`src/bsd_pkg.sv`:
```
`timescale 1ns / 1ps
// ----------------------------------------------------------------------------
// BMP stream decoder package
// Shared types, result codes and header layout constants.
// ----------------------------------------------------------------------------
package bsd_pkg;

    // Header layout
    localparam int unsigned HDR_BYTES      = 34;
    localparam int unsigned HDR_INFO_BASE  = 14;
    localparam int unsigned POS_SIG_B      = 0;
    localparam int unsigned POS_SIG_M      = 1;
    localparam int unsigned POS_OFFSET     = 10;
    localparam int unsigned POS_INFO       = 14;
    localparam int unsigned POS_WIDTH      = 18;
    localparam int unsigned POS_HEIGHT     = 22;
    localparam int unsigned POS_DEPTH      = 28;
    localparam int unsigned POS_COMPR      = 30;
    localparam int unsigned INFO_COMPR_MIN = 20;

    localparam logic [7:0]  SIG_B          = 8'h42;
    localparam logic [7:0]  SIG_M          = 8'h4D;
    localparam logic [7:0]  ALPHA_OPAQUE   = 8'hFF;
    localparam logic [15:0] DEPTH_24       = 16'd24;
    localparam logic [15:0] DEPTH_32       = 16'd32;
    localparam logic [31:0] COMPR_RGB      = 32'd0;
    localparam logic [31:0] COMPR_BITFIELD = 32'd3;

    localparam int unsigned FIFO_DEPTH     = 4;

    typedef logic [1:0] t_kind;
    localparam t_kind KIND_PIXEL  = 2'd0;
    localparam t_kind KIND_ACCEPT = 2'd1;
    localparam t_kind KIND_REJECT = 2'd2;

    typedef logic [2:0] t_err;
    localparam t_err ERR_NONE   = 3'd0;
    localparam t_err ERR_SHORT  = 3'd0;
    localparam t_err ERR_SIG    = 3'd1;
    localparam t_err ERR_OFFSET = 3'd2;
    localparam t_err ERR_INFO   = 3'd3;
    localparam t_err ERR_DIMS   = 3'd4;
    localparam t_err ERR_DEPTH  = 3'd5;
    localparam t_err ERR_COMPR  = 3'd6;

    // One file byte as classified by the front end
    typedef struct packed {
        logic [7:0]  byte_value;
        logic        start;
        logic [31:0] file_size;
        logic [31:0] pos;
    } t_tok;

    typedef struct packed {
        t_kind       kind;
        t_err        error_code;
        logic [31:0] pixel_argb;
        logic [11:0] pixel_row;
        logic [11:0] pixel_col;
        logic [12:0] image_width;
        logic [12:0] image_height;
        logic        last_pixel;
    } t_res;

endpackage

```
`src/bsd_in_if.sv`:
```
`timescale 1ns / 1ps
// ----------------------------------------------------------------------------
// BMP stream decoder input channel
// Valid/ready channel carrying one file byte per transfer.
// ----------------------------------------------------------------------------
interface bsd_in_if;
    logic        valid;
    logic        ready;
    logic [7:0]  byte_value;
    logic        start_of_file;
    logic [31:0] file_size;

    modport source (output valid, output byte_value, output start_of_file,
                    output file_size, input ready);
    modport sink   (input valid, input byte_value, input start_of_file,
                    input file_size, output ready);
endinterface

```
`src/bsd_out_if.sv`:
```
`timescale 1ns / 1ps
// ----------------------------------------------------------------------------
// BMP stream decoder result channel
// Valid/ready channel carrying one header verdict or pixel per transfer.
// ----------------------------------------------------------------------------
interface bsd_out_if;
    logic        valid;
    logic        ready;
    logic [1:0]  kind;
    logic [2:0]  error_code;
    logic [31:0] pixel_argb;
    logic [11:0] pixel_row;
    logic [11:0] pixel_col;
    logic [12:0] image_width;
    logic [12:0] image_height;
    logic        last_pixel;

    modport source (output valid, output kind, output error_code, output pixel_argb,
                    output pixel_row, output pixel_col, output image_width,
                    output image_height, output last_pixel, input ready);
    modport sink   (input valid, input kind, input error_code, input pixel_argb,
                    input pixel_row, input pixel_col, input image_width,
                    input image_height, input last_pixel, output ready);
endinterface

```
`src/bsd_fifo.sv`:
```
`timescale 1ns / 1ps
// ----------------------------------------------------------------------------
// BMP stream decoder token queue
// Short first-in first-out queue between the front and back ends.
// ----------------------------------------------------------------------------
module bsd_fifo (
    input  logic          i_clk,
    input  logic          i_rst_n,
    input  logic          i_push,
    input  bsd_pkg::t_tok i_tok,
    input  logic          i_pop,
    output bsd_pkg::t_tok o_tok,
    output logic          o_full,
    output logic          o_empty
);
    import bsd_pkg::*;

    localparam int unsigned AW = $clog2(FIFO_DEPTH);
    localparam int unsigned CW = $clog2(FIFO_DEPTH + 1);

    t_tok          r_mem [FIFO_DEPTH];
    logic [AW-1:0] r_wr;
    logic [AW-1:0] r_rd;
    logic [CW-1:0] r_cnt;
    logic          do_push;
    logic          do_pop;

    assign o_full  = (r_cnt == CW'(FIFO_DEPTH));
    assign o_empty = (r_cnt == '0);
    assign do_push = i_push && !o_full;
    assign do_pop  = i_pop && !o_empty;
    assign o_tok   = r_mem[r_rd];

    always_ff @(posedge i_clk) begin
        if (!i_rst_n) begin
            r_wr  <= '0;
            r_rd  <= '0;
            r_cnt <= '0;
        end else begin
            if (do_push) begin
                r_mem[r_wr] <= i_tok;
                r_wr        <= (r_wr == AW'(FIFO_DEPTH - 1)) ? '0 : r_wr + 1'b1;
            end
            if (do_pop) begin
                r_rd <= (r_rd == AW'(FIFO_DEPTH - 1)) ? '0 : r_rd + 1'b1;
            end
            case ({do_push, do_pop})
                2'b10:   r_cnt <= r_cnt + 1'b1;
                2'b01:   r_cnt <= r_cnt - 1'b1;
                default: r_cnt <= r_cnt;
            endcase
        end
    end
endmodule

```
`src/bsd_front.sv`:
```
`timescale 1ns / 1ps
// ----------------------------------------------------------------------------
// BMP stream decoder front end
// Accepts file bytes, numbers them within the file and drops stray bytes.
// ----------------------------------------------------------------------------
module bsd_front (
    input  logic          i_clk,
    input  logic          i_rst_n,
    bsd_in_if.sink        i_in,
    input  logic          i_full,
    output logic          o_push,
    output bsd_pkg::t_tok o_tok
);
    import bsd_pkg::*;

    logic        r_seen;
    logic [31:0] r_pos;
    logic        accept;

    assign i_in.ready = !i_full;
    assign accept     = i_in.valid && !i_full;

    // Bytes that arrive before any start of file carry no meaning.
    assign o_push           = accept && (i_in.start_of_file || r_seen);
    assign o_tok.byte_value = i_in.byte_value;
    assign o_tok.start      = i_in.start_of_file;
    assign o_tok.file_size  = i_in.file_size;
    assign o_tok.pos        = i_in.start_of_file ? '0 : r_pos;

    always_ff @(posedge i_clk) begin
        if (!i_rst_n) begin
            r_seen <= 1'b0;
            r_pos  <= '0;
        end else if (accept) begin
            if (i_in.start_of_file) begin
                r_seen <= 1'b1;
                r_pos  <= 32'd1;
            end else if (r_seen) begin
                r_pos <= r_pos + 32'd1;
            end
        end
    end
endmodule

```
`src/bsd_back.sv`:
```
`timescale 1ns / 1ps
// ----------------------------------------------------------------------------
// BMP stream decoder back end
// Captures header fields, checks them, packs pixels and holds the result.
// ----------------------------------------------------------------------------
module bsd_back #(
    parameter int unsigned MAX_DIM = 4096
) (
    input  logic          i_clk,
    input  logic          i_rst_n,
    input  logic          i_empty,
    input  bsd_pkg::t_tok i_tok,
    output logic          o_pop,
    output logic          o_valid,
    input  logic          i_ready,
    output bsd_pkg::t_res o_res
);
    import bsd_pkg::*;

    localparam int unsigned WW   = $clog2(MAX_DIM + 1);
    localparam int unsigned SW   = WW + 3;
    localparam int unsigned PW   = SW + WW;
    localparam int unsigned SUMW = ((PW > 32) ? PW : 32) + 1;

    typedef enum logic [2:0] {
        S_IDLE, S_HEADER, S_CHK_MUL, S_CHK_CMP, S_SKIP, S_PIXELS, S_DONE
    } t_state;

    t_state        r_state;
    logic          r_valid;
    t_res          r_res;

    logic [31:0]   r_size, r_offset, r_info, r_width, r_height, r_compr;
    logic [15:0]   r_depth;
    logic          r_sig_ok;

    logic          r_pre_bad;
    t_err          r_pre_err;
    logic [PW-1:0] r_prod;
    logic [SW-1:0] r_stride, r_rowbytes;
    logic [WW-1:0] r_hmag, r_wlast;
    logic          r_bottom_up, r_bpx4;

    logic [SW-1:0] r_bi;
    logic [1:0]    r_k;
    logic [WW-1:0] r_col, r_row;
    logic [7:0]    r_blue, r_green, r_red;

    // Combinational terms
    logic          out_free, busy_chk, hdr_pop, do_px;
    logic [7:0]    b;
    logic [1:0]    lane;
    logic [5:0]    p6;
    logic [31:0]   h_mag32, compr_eff;
    logic          w_bad, h_bad, bpx4;
    logic          pre_bad;
    t_err          pre_err;
    logic [WW-1:0] w_n;
    logic [SW-1:0] wbytes, stride;
    logic [SUMW-1:0] total;
    logic          trunc;
    logic          in_data, k_end, px_last, row_end;
    logic [SW-1:0] bi_inc;
    logic [WW-1:0] row_out;
    t_res          res_short, res_chk, res_px;

    assign out_free = !r_valid || i_ready;
    assign busy_chk = (r_state == S_CHK_MUL) || (r_state == S_CHK_CMP);
    assign o_pop    = !i_empty && out_free && !busy_chk;
    assign b        = i_tok.byte_value;
    assign p6       = i_tok.pos[5:0];
    // Every four-byte field starts on a position that is 2 modulo 4.
    assign lane     = p6[1:0] - 2'd2;
    assign hdr_pop  = o_pop && !i_tok.start && (r_state == S_HEADER);
    assign do_px    = o_pop && !i_tok.start &&
                      (((r_state == S_SKIP) && (i_tok.pos == r_offset)) ||
                       (r_state == S_PIXELS));

    // Header checks, in file order
    always_comb begin
        h_mag32   = r_height[31] ? (~r_height + 32'd1) : r_height;
        w_bad     = r_width[31] || (r_width == '0) || (r_width > 32'(MAX_DIM));
        h_bad     = (r_height == '0) || (h_mag32 > 32'(MAX_DIM));
        bpx4      = (r_depth == DEPTH_32);
        compr_eff = (r_info >= 32'(INFO_COMPR_MIN)) ? r_compr : COMPR_RGB;
        pre_bad   = 1'b1;
        if (!r_sig_ok) begin
            pre_err = ERR_SIG;
        end else if ((r_offset >= r_size) || (r_offset < 32'(HDR_BYTES))) begin
            pre_err = ERR_OFFSET;
        end else if (({1'b0, r_info} + 33'(HDR_INFO_BASE)) > {1'b0, r_size}) begin
            pre_err = ERR_INFO;
        end else if (w_bad || h_bad) begin
            pre_err = ERR_DIMS;
        end else if ((r_depth != DEPTH_24) && (r_depth != DEPTH_32)) begin
            pre_err = ERR_DEPTH;
        end else if ((compr_eff != COMPR_RGB) && (compr_eff != COMPR_BITFIELD)) begin
            pre_err = ERR_COMPR;
        end else begin
            pre_err = ERR_NONE;
            pre_bad = 1'b0;
        end
        w_n    = r_width[WW-1:0];
        wbytes = bpx4 ? (SW'(w_n) << 2) : (SW'(w_n) + (SW'(w_n) << 1));
        stride = (wbytes + SW'(3)) & ~SW'(3);
        total  = SUMW'(r_offset) + SUMW'(r_prod);
        trunc  = total > SUMW'(r_size);
    end

    // Pixel path
    always_comb begin
        in_data = r_bi < r_rowbytes;
        k_end   = r_bpx4 ? (r_k == 2'd3) : (r_k == 2'd2);
        px_last = (r_row == r_hmag - 1'b1) && (r_col == r_wlast);
        bi_inc  = r_bi + 1'b1;
        row_end = (bi_inc == r_stride);
        row_out = r_bottom_up ? (r_hmag - 1'b1 - r_row) : r_row;
    end

    always_comb begin
        res_short            = '0;
        res_short.kind       = KIND_REJECT;
        res_short.error_code = ERR_SHORT;

        res_chk = '0;
        if (r_pre_bad) begin
            res_chk.kind       = KIND_REJECT;
            res_chk.error_code = r_pre_err;
        end else if (trunc) begin
            res_chk.kind       = KIND_REJECT;
            res_chk.error_code = ERR_COMPR;
        end else begin
            res_chk.kind         = KIND_ACCEPT;
            res_chk.image_width  = 13'(r_width);
            res_chk.image_height = 13'(r_hmag);
        end

        res_px            = '0;
        res_px.kind       = KIND_PIXEL;
        res_px.pixel_argb = {r_bpx4 ? b : ALPHA_OPAQUE, r_bpx4 ? r_red : b,
                             r_green, r_blue};
        res_px.pixel_row  = 12'(row_out);
        res_px.pixel_col  = 12'(r_col);
        res_px.last_pixel = px_last;
    end

    always_ff @(posedge i_clk) begin
        if (!i_rst_n) begin
            r_state <= S_IDLE;
            r_valid <= 1'b0;
        end else begin
            if (i_ready) begin
                r_valid <= 1'b0;
            end

            if (o_pop && i_tok.start) begin
                r_size <= i_tok.file_size;
                if (i_tok.file_size < 32'(HDR_BYTES)) begin
                    r_res   <= res_short;
                    r_valid <= 1'b1;
                    r_state <= S_DONE;
                end else begin
                    r_sig_ok <= (b == SIG_B);
                    r_state  <= S_HEADER;
                end
            end

            if (hdr_pop) begin
                if (p6 == 6'(POS_SIG_M)) begin
                    r_sig_ok <= r_sig_ok & (b == SIG_M);
                end else if (p6 >= 6'(POS_OFFSET) && p6 < 6'(POS_INFO)) begin
                    r_offset[8*lane +: 8] <= b;
                end else if (p6 >= 6'(POS_INFO) && p6 < 6'(POS_WIDTH)) begin
                    r_info[8*lane +: 8] <= b;
                end else if (p6 >= 6'(POS_WIDTH) && p6 < 6'(POS_HEIGHT)) begin
                    r_width[8*lane +: 8] <= b;
                end else if (p6 >= 6'(POS_HEIGHT) && p6 < 6'(POS_HEIGHT + 4)) begin
                    r_height[8*lane +: 8] <= b;
                end else if (p6 >= 6'(POS_DEPTH) && p6 < 6'(POS_COMPR)) begin
                    r_depth[8*p6[0] +: 8] <= b;
                end else if (p6 >= 6'(POS_COMPR) && p6 < 6'(HDR_BYTES)) begin
                    r_compr[8*lane +: 8] <= b;
                end
                if (i_tok.pos == 32'(HDR_BYTES - 1)) begin
                    r_state <= S_CHK_MUL;
                end
            end

            // The size product is registered before the truncation compare.
            if (r_state == S_CHK_MUL) begin
                r_pre_bad   <= pre_bad;
                r_pre_err   <= pre_err;
                r_prod      <= PW'(stride) * PW'(h_mag32[WW-1:0]);
                r_stride    <= stride;
                r_rowbytes  <= wbytes;
                r_hmag      <= h_mag32[WW-1:0];
                r_wlast     <= w_n - 1'b1;
                r_bottom_up <= !r_height[31];
                r_bpx4      <= bpx4;
                r_bi        <= '0;
                r_k         <= '0;
                r_col       <= '0;
                r_row       <= '0;
                r_state     <= S_CHK_CMP;
            end

            if (r_state == S_CHK_CMP && out_free) begin
                r_res   <= res_chk;
                r_valid <= 1'b1;
                r_state <= (r_pre_bad || trunc) ? S_DONE : S_SKIP;
            end

            if (do_px) begin
                r_state <= S_PIXELS;
                if (in_data) begin
                    case (r_k)
                        2'd0:    r_blue  <= b;
                        2'd1:    r_green <= b;
                        2'd2:    r_red   <= b;
                        default: r_red   <= r_red;
                    endcase
                    if (k_end) begin
                        r_k     <= '0;
                        r_col   <= r_col + 1'b1;
                        r_res   <= res_px;
                        r_valid <= 1'b1;
                        if (px_last) begin
                            r_state <= S_DONE;
                        end
                    end else begin
                        r_k <= r_k + 1'b1;
                    end
                end
                if (row_end) begin
                    r_bi  <= '0;
                    r_k   <= '0;
                    r_col <= '0;
                    r_row <= r_row + 1'b1;
                end else begin
                    r_bi <= bi_inc;
                end
            end
        end
    end

    assign o_valid = r_valid;
    assign o_res   = r_res;
endmodule

```
`src/bmp_stream_decoder_core.sv`:
```
`timescale 1ns / 1ps
// ----------------------------------------------------------------------------
// BMP stream decoder core
// Parses a 24-bit or 32-bit uncompressed BMP byte stream into header verdict
// and ARGB pixel results.
// ----------------------------------------------------------------------------
// The block takes one file byte per cycle on i_in while its queue has room
// and gives at most one result per byte on o_out. A front end numbers the
// bytes of each file and writes them into a four-entry queue; the back end
// takes one byte a cycle from the queue while its output register is free,
// captures the header, packs pixels and holds each result in that register,
// so no byte is taken while a result waits, nor during the header check
// after byte 33 (the row stride times height product, then the compare
// against the file size, which waits for a free output register); the queue
// takes bytes that arrive meanwhile. Each byte is written to the queue before
// the back end registers its result. MAX_DIM sets the largest accepted width
// and height and the widths of the row, column and stride counters.
module bmp_stream_decoder_core #(
    parameter int unsigned MAX_DIM = 4096
) (
    input  logic     i_clk,
    input  logic     i_rst_n,
    bsd_in_if.sink   i_in,
    bsd_out_if.source o_out
);
    import bsd_pkg::*;

    logic push, pop, full, empty, res_valid;
    t_tok tok_in, tok_out;
    t_res res;

    bsd_front u_front (
        .i_clk   (i_clk),
        .i_rst_n (i_rst_n),
        .i_in    (i_in),
        .i_full  (full),
        .o_push  (push),
        .o_tok   (tok_in)
    );

    bsd_fifo u_fifo (
        .i_clk   (i_clk),
        .i_rst_n (i_rst_n),
        .i_push  (push),
        .i_tok   (tok_in),
        .i_pop   (pop),
        .o_tok   (tok_out),
        .o_full  (full),
        .o_empty (empty)
    );

    bsd_back #(.MAX_DIM(MAX_DIM)) u_back (
        .i_clk   (i_clk),
        .i_rst_n (i_rst_n),
        .i_empty (empty),
        .i_tok   (tok_out),
        .o_pop   (pop),
        .o_valid (res_valid),
        .i_ready (o_out.ready),
        .o_res   (res)
    );

    assign o_out.valid        = res_valid;
    assign o_out.kind         = res.kind;
    assign o_out.error_code   = res.error_code;
    assign o_out.pixel_argb   = res.pixel_argb;
    assign o_out.pixel_row    = res.pixel_row;
    assign o_out.pixel_col    = res.pixel_col;
    assign o_out.image_width  = res.image_width;
    assign o_out.image_height = res.image_height;
    assign o_out.last_pixel   = res.last_pixel;
endmodule

```
`src/flat_wrapper.sv`:
```
// flat-port wrapper written by rule: the top's interface ports become plain ports
module bmp_stream_decoder_core_flat import bsd_pkg::*;
#(
    parameter int unsigned MAX_DIM = 4096
)
  (i_clk, i_rst_n, i_in_valid, i_in_byte_value, i_in_start_of_file, i_in_file_size, i_in_ready, o_out_valid, o_out_kind, o_out_error_code, o_out_pixel_argb, o_out_pixel_row, o_out_pixel_col, o_out_image_width, o_out_image_height, o_out_last_pixel, o_out_ready);
  bsd_in_if i_in_i ();
  bsd_out_if o_out_i ();
  input  logic i_clk;
  input  logic i_rst_n;
  input wire logic [$bits(i_in_i.valid)-1:0] i_in_valid;
  input wire logic [$bits(i_in_i.byte_value)-1:0] i_in_byte_value;
  input wire logic [$bits(i_in_i.start_of_file)-1:0] i_in_start_of_file;
  input wire logic [$bits(i_in_i.file_size)-1:0] i_in_file_size;
  output wire logic [$bits(i_in_i.ready)-1:0] i_in_ready;
  output wire logic [$bits(o_out_i.valid)-1:0] o_out_valid;
  output wire logic [$bits(o_out_i.kind)-1:0] o_out_kind;
  output wire logic [$bits(o_out_i.error_code)-1:0] o_out_error_code;
  output wire logic [$bits(o_out_i.pixel_argb)-1:0] o_out_pixel_argb;
  output wire logic [$bits(o_out_i.pixel_row)-1:0] o_out_pixel_row;
  output wire logic [$bits(o_out_i.pixel_col)-1:0] o_out_pixel_col;
  output wire logic [$bits(o_out_i.image_width)-1:0] o_out_image_width;
  output wire logic [$bits(o_out_i.image_height)-1:0] o_out_image_height;
  output wire logic [$bits(o_out_i.last_pixel)-1:0] o_out_last_pixel;
  input wire logic [$bits(o_out_i.ready)-1:0] o_out_ready;
  assign i_in_i.valid = i_in_valid;
  assign i_in_i.byte_value = i_in_byte_value;
  assign i_in_i.start_of_file = i_in_start_of_file;
  assign i_in_i.file_size = i_in_file_size;
  assign i_in_ready = i_in_i.ready;
  assign o_out_valid = o_out_i.valid;
  assign o_out_kind = o_out_i.kind;
  assign o_out_error_code = o_out_i.error_code;
  assign o_out_pixel_argb = o_out_i.pixel_argb;
  assign o_out_pixel_row = o_out_i.pixel_row;
  assign o_out_pixel_col = o_out_i.pixel_col;
  assign o_out_image_width = o_out_i.image_width;
  assign o_out_image_height = o_out_i.image_height;
  assign o_out_last_pixel = o_out_i.last_pixel;
  assign o_out_i.ready = o_out_ready;
  bmp_stream_decoder_core #(.MAX_DIM(MAX_DIM)) u_core (.i_clk(i_clk), .i_rst_n(i_rst_n), .i_in(i_in_i), .o_out(o_out_i));
endmodule
```
`config.mk`:
```
export PLATFORM = sky130hd
export DESIGN_NAME = bmp_stream_decoder_core_flat
export DESIGN_NICKNAME = d
export VERILOG_FILES = /design/src/bsd_pkg.sv /design/src/bsd_in_if.sv /design/src/bsd_out_if.sv /design/src/bsd_fifo.sv /design/src/bsd_front.sv /design/src/bsd_back.sv /design/src/bmp_stream_decoder_core.sv /design/src/flat_wrapper.sv
export SDC_FILE = /design/constraint.sdc
export NUM_CORES = 2
export LEC_CHECK = 0
export ABC_AREA = 1
export BUFFER_PORTS_ARGS = -buffer_cell sky130_fd_sc_hd__buf_2
export CORE_MARGIN = 4
export CORE_UTILIZATION = 57
export CTS_BUF_LIST = sky130_fd_sc_hd__clkbuf_16
export DETAILED_ROUTE_END_ITERATION = 10
export GPL_ROUTABILITY_DRIVEN = 1
export GPL_TIMING_DRIVEN = 0
export MAX_ROUTING_LAYER = met4
export PLACE_DENSITY = 0.77
export SLEW_MARGIN = 20
export SYNTH_ARGS = -nofsm -noshare
export SYNTH_HDL_FRONTEND = slang
export SYNTH_SLANG_ARGS = --single-unit
```
`constraint.sdc`:
```
create_clock -name i_clk -period 7.6 [get_ports i_clk]
set_clock_uncertainty 0.1 [all_clocks]
set_input_delay 0.76 -clock i_clk [delete_from_list [all_inputs] [get_ports i_clk]]
set_output_delay 0.76 -clock i_clk [all_outputs]
set_load 0.05 [all_outputs]
```
==> flow_metrics.tcl <==
set metrics [dict create \
    status "complete, no violations" \
    slew_viol_final 0 \
    die_x_um 295 \
    highest_layer "met4" \
    wl_met3_um 12300 \
    gp_congestion 1.03 \
    final_util 0.653 \
    grt_pass1_wl_um 196000 \
    holdCritPathClass "input pin to flip-flop" \
    cts_hold_buf 0 \
    fp.dieArea_sq_mm 0.0868 \
    fmax_mhz 134 \
    ys_seq_area_frac 0.497 \
    layout.area.seq_sq_mm 0.0233 \
    relSlewSlack 0.237 \
    finalCriticalPeriod_ps 7450 \
    firstDrtPassIters 6 \
    avgRoutedWirePerCell_um 20.2 \
    die_y_um 295 \
    hold_viol_final 0 \
    syn_area_sq_mm 0.0468 \
    netlist_top_cells_count "1,216 x nand2_1, 745 x edfxtp_1, 616 x inv_1" \
    worstPathRequired_ps 7860 \
    drt-met1-wl_um 50900 \
    area_delta_synth_final_pct 12.8 \
    drtIter0Drc 3515 \
    cts_tree "built" \
    avgSynthCellArea_sq_um 9.32 \
    critPathLaunchType "flip-flop" \
    rsz0062_at_grt "yes" \
    sequentialPowerShare 0.405 \
    pin_count 135 \
    p_comb_frac 0.286 \
    drc_errors 0 \
    portBuffers 134 \
    endpoint_kind "flip-flop" \
    crit_fanout 8 \
    multiInputGateArea_sq_mm 0.0210 \
    vias 37191 \
    p_leak_nw 22.4 \
    cts_max_level 3 \
    num_rows 104 \
    max-clock-path-buffers 3 \
    vias_per_cell 5.78 \
    yosys.cell_count.top_type "nand2_1" \
    cts_made_buffers 82 \
    cpMaxStageDelayCell "fa_1" \
    netlist_instances 5025 \
    insertion_delay_ps 670 \
    arrival_ps 7700 \
    report.power.total_mw 13.1 \
    yosysTopAreaCell "edfxtp_1" \
    ys_ff_latch 791 \
    vdd_drop_max_mv 0.294 \
    grt_use_total 0.302 \
    grt_pass1_vias 35258 \
    ys_warn_count 0 \
    dr_wl_met2_um 61100 \
    setup_tns_ps 0 \
    powerDensity_mw_per_mm2 248 \
    ant_nets 0 \
    clk_pin_slew_ps 60 \
    clkPwrFrac 0.308 \
    grt_start_max_net_pins 64 \
    slowest_delay_ps 560 \
    async_flop_share 0 \
    final_cell_count_no_fill 6435 \
    hold_slack_ps 203 \
    place_hpwl_um 96800 \
    netlist_top_cells_area "edfxtp_1 48%, nand2_1 9.7%, ha_1 7.2%" \
    synth_edf_count 745 \
    cap_violations 0 \
    wl_um 130000 \
    initial_utilization 0.579 \
    internal-power_mw 8.52 \
    worstSetupPathType "flip-flop to flip-flop" \
    fillers 6348 \
    fin_nets 5756 \
    synth_cell_types 60 \
    switching_share 0.349 \
    dp_cells 6237 \
    setup_viol 0 \
    overflow 0 \
    synth_ff_type "edfxtp_1" \
    finalCritPeriodShare 0.980 \
    worst_pin_slew_ps 1140 \
    drive_above_1_share 0.0996 \
    cts_sinks 791 \
    switchingPower_mw 4.57 \
    cts_root_buffer "clkbuf_16" \
    yosysTopAreaCellShare 0.478 \
    core_sq_mm 0.0809 \
    antenna_found_initial 2 \
    synth_fp_nets 5474 \
]
==> timing repair <==
action / CTS / global route
setup buffers: 11 / 38
pin swaps: 13 / 38
setup endpoints to repair: 13 / 14
resized for setup: 40 / 90
==> per-stage QoR <==
step | worst slack [ps] | area, sq um
after floorplan | 363 | 46800
after global placement | -3140 | 48800
after detailed placement | -659 | 49300
after CTS | 12.1 | 52300
after global routing | -126 | 52800
final | 154 | 52900
==> flip-flops by register name, summed over array words and instances, names as in the netlist, 14 cells and up, named ones only <==
name / count
u_core.u_fifo.r_mem: 292
u_core.u_back.o_res: 88
u_core.u_back.r_compr: 32
u_core.u_back.r_height: 32
u_core.u_back.r_info: 32
u_core.u_back.r_offset: 32
u_core.u_back.r_size: 32
u_core.u_back.r_width: 32
u_core.u_front.r_pos: 32
u_core.u_back.r_prod: 27
u_core.u_back.r_bi: 16
u_core.u_back.r_depth: 16
u_core.u_back.r_rowbytes: 15
u_core.u_back.r_stride: 14
==> kinds of logic after synthesis <==
group / after synthesis / share of synthesized area
buf+inv: 767 / 0.0648
flops: 791 / 0.497
simple gates: 2439 / 0.221
xor+xnor: 196 / 0.0367
compound gates: 428 / 0.0504
fa+ha+maj: 404 / 0.130
==> power groups by stage <==
stage | Sequential [mW] | Clock [mW] | Combinational (mW)
6_report | 5.31 | 4.04 | 3.75
5_1_grt | 5.32 | 4.26 | 4.09
4_1_cts | 5.30 | 4.07 | 3.59
3_5_place_dp | 5.39 | 0 | 3.51
3_3_place_gp | 5.41 | 0 | 3.41
2_1_floorplan | 5.49 | 0 | 2.19
==> cell usage in the layout, fill, tap and decap left out, drive strengths merged, types with 133 or more instances in the layout <==
cell,synthesis,layout
edfxtp,745,745
inv,626,647
buf,81,283
xor2,148,148
clkbuf,55,133
o21ai,151,151
nand2,1224,1224
fa,136,136
a21oi,187,187
nand3,397,397
ha,268,268
nor2,535,535
==> per-layer routing <==
layer,up-vias,GRT usage
li1,17384,-
met1,17635,0.383
met2,1814,0.481
met3,358,0.0586
met4,0,0.121
met5,-,-
==> critical path: cells and delay by family (launching register included) <==
family | cells | cell delay, ps
xor+xnor | 2 | 250
simple gates | 8 | 910
buf+inv | 8 | 840
fa+ha+maj | 7 | 3370
compound gates | 6 | 1160
flops | 1 | 510
==> layout make-up <==
cell class                      instances  area share
Antenna cell                            3    0.000142
Multi-Input combinational cell       3467       0.397
Inverter                              631      0.0452
Timing Repair Buffer                  201      0.0272
Clock buffer                           82      0.0388
Tap cell                             1060      0.0251
Sequential cell                       791       0.441
Buffer                                133      0.0125
Clock inverter                         67      0.0129
==> worst paths after layout <==
path | startpoint | endpoint | slack, ps | cells past startpoint
setup / recovery | u_core.u_back.r_width[1]$_DFFE_PP_ | u_core.u_back.r_prod[22]$_DFFE_PP_ | 150 | 31
hold reg to reg | u_core.u_front.r_pos[2]$_SDFFE_PN0P_ | u_core.u_front.r_pos[2]$_SDFFE_PN0P_ | 370 | 1
setup reg to reg | u_core.u_back.r_width[1]$_DFFE_PP_ | u_core.u_back.r_prod[22]$_DFFE_PP_ | 150 | 31
hold / removal | i_in_file_size[18] | u_core.u_fifo.r_mem[0][50]$_DFFE_PP_ | 200 | 1
Power figures use the tool's default switching activity.
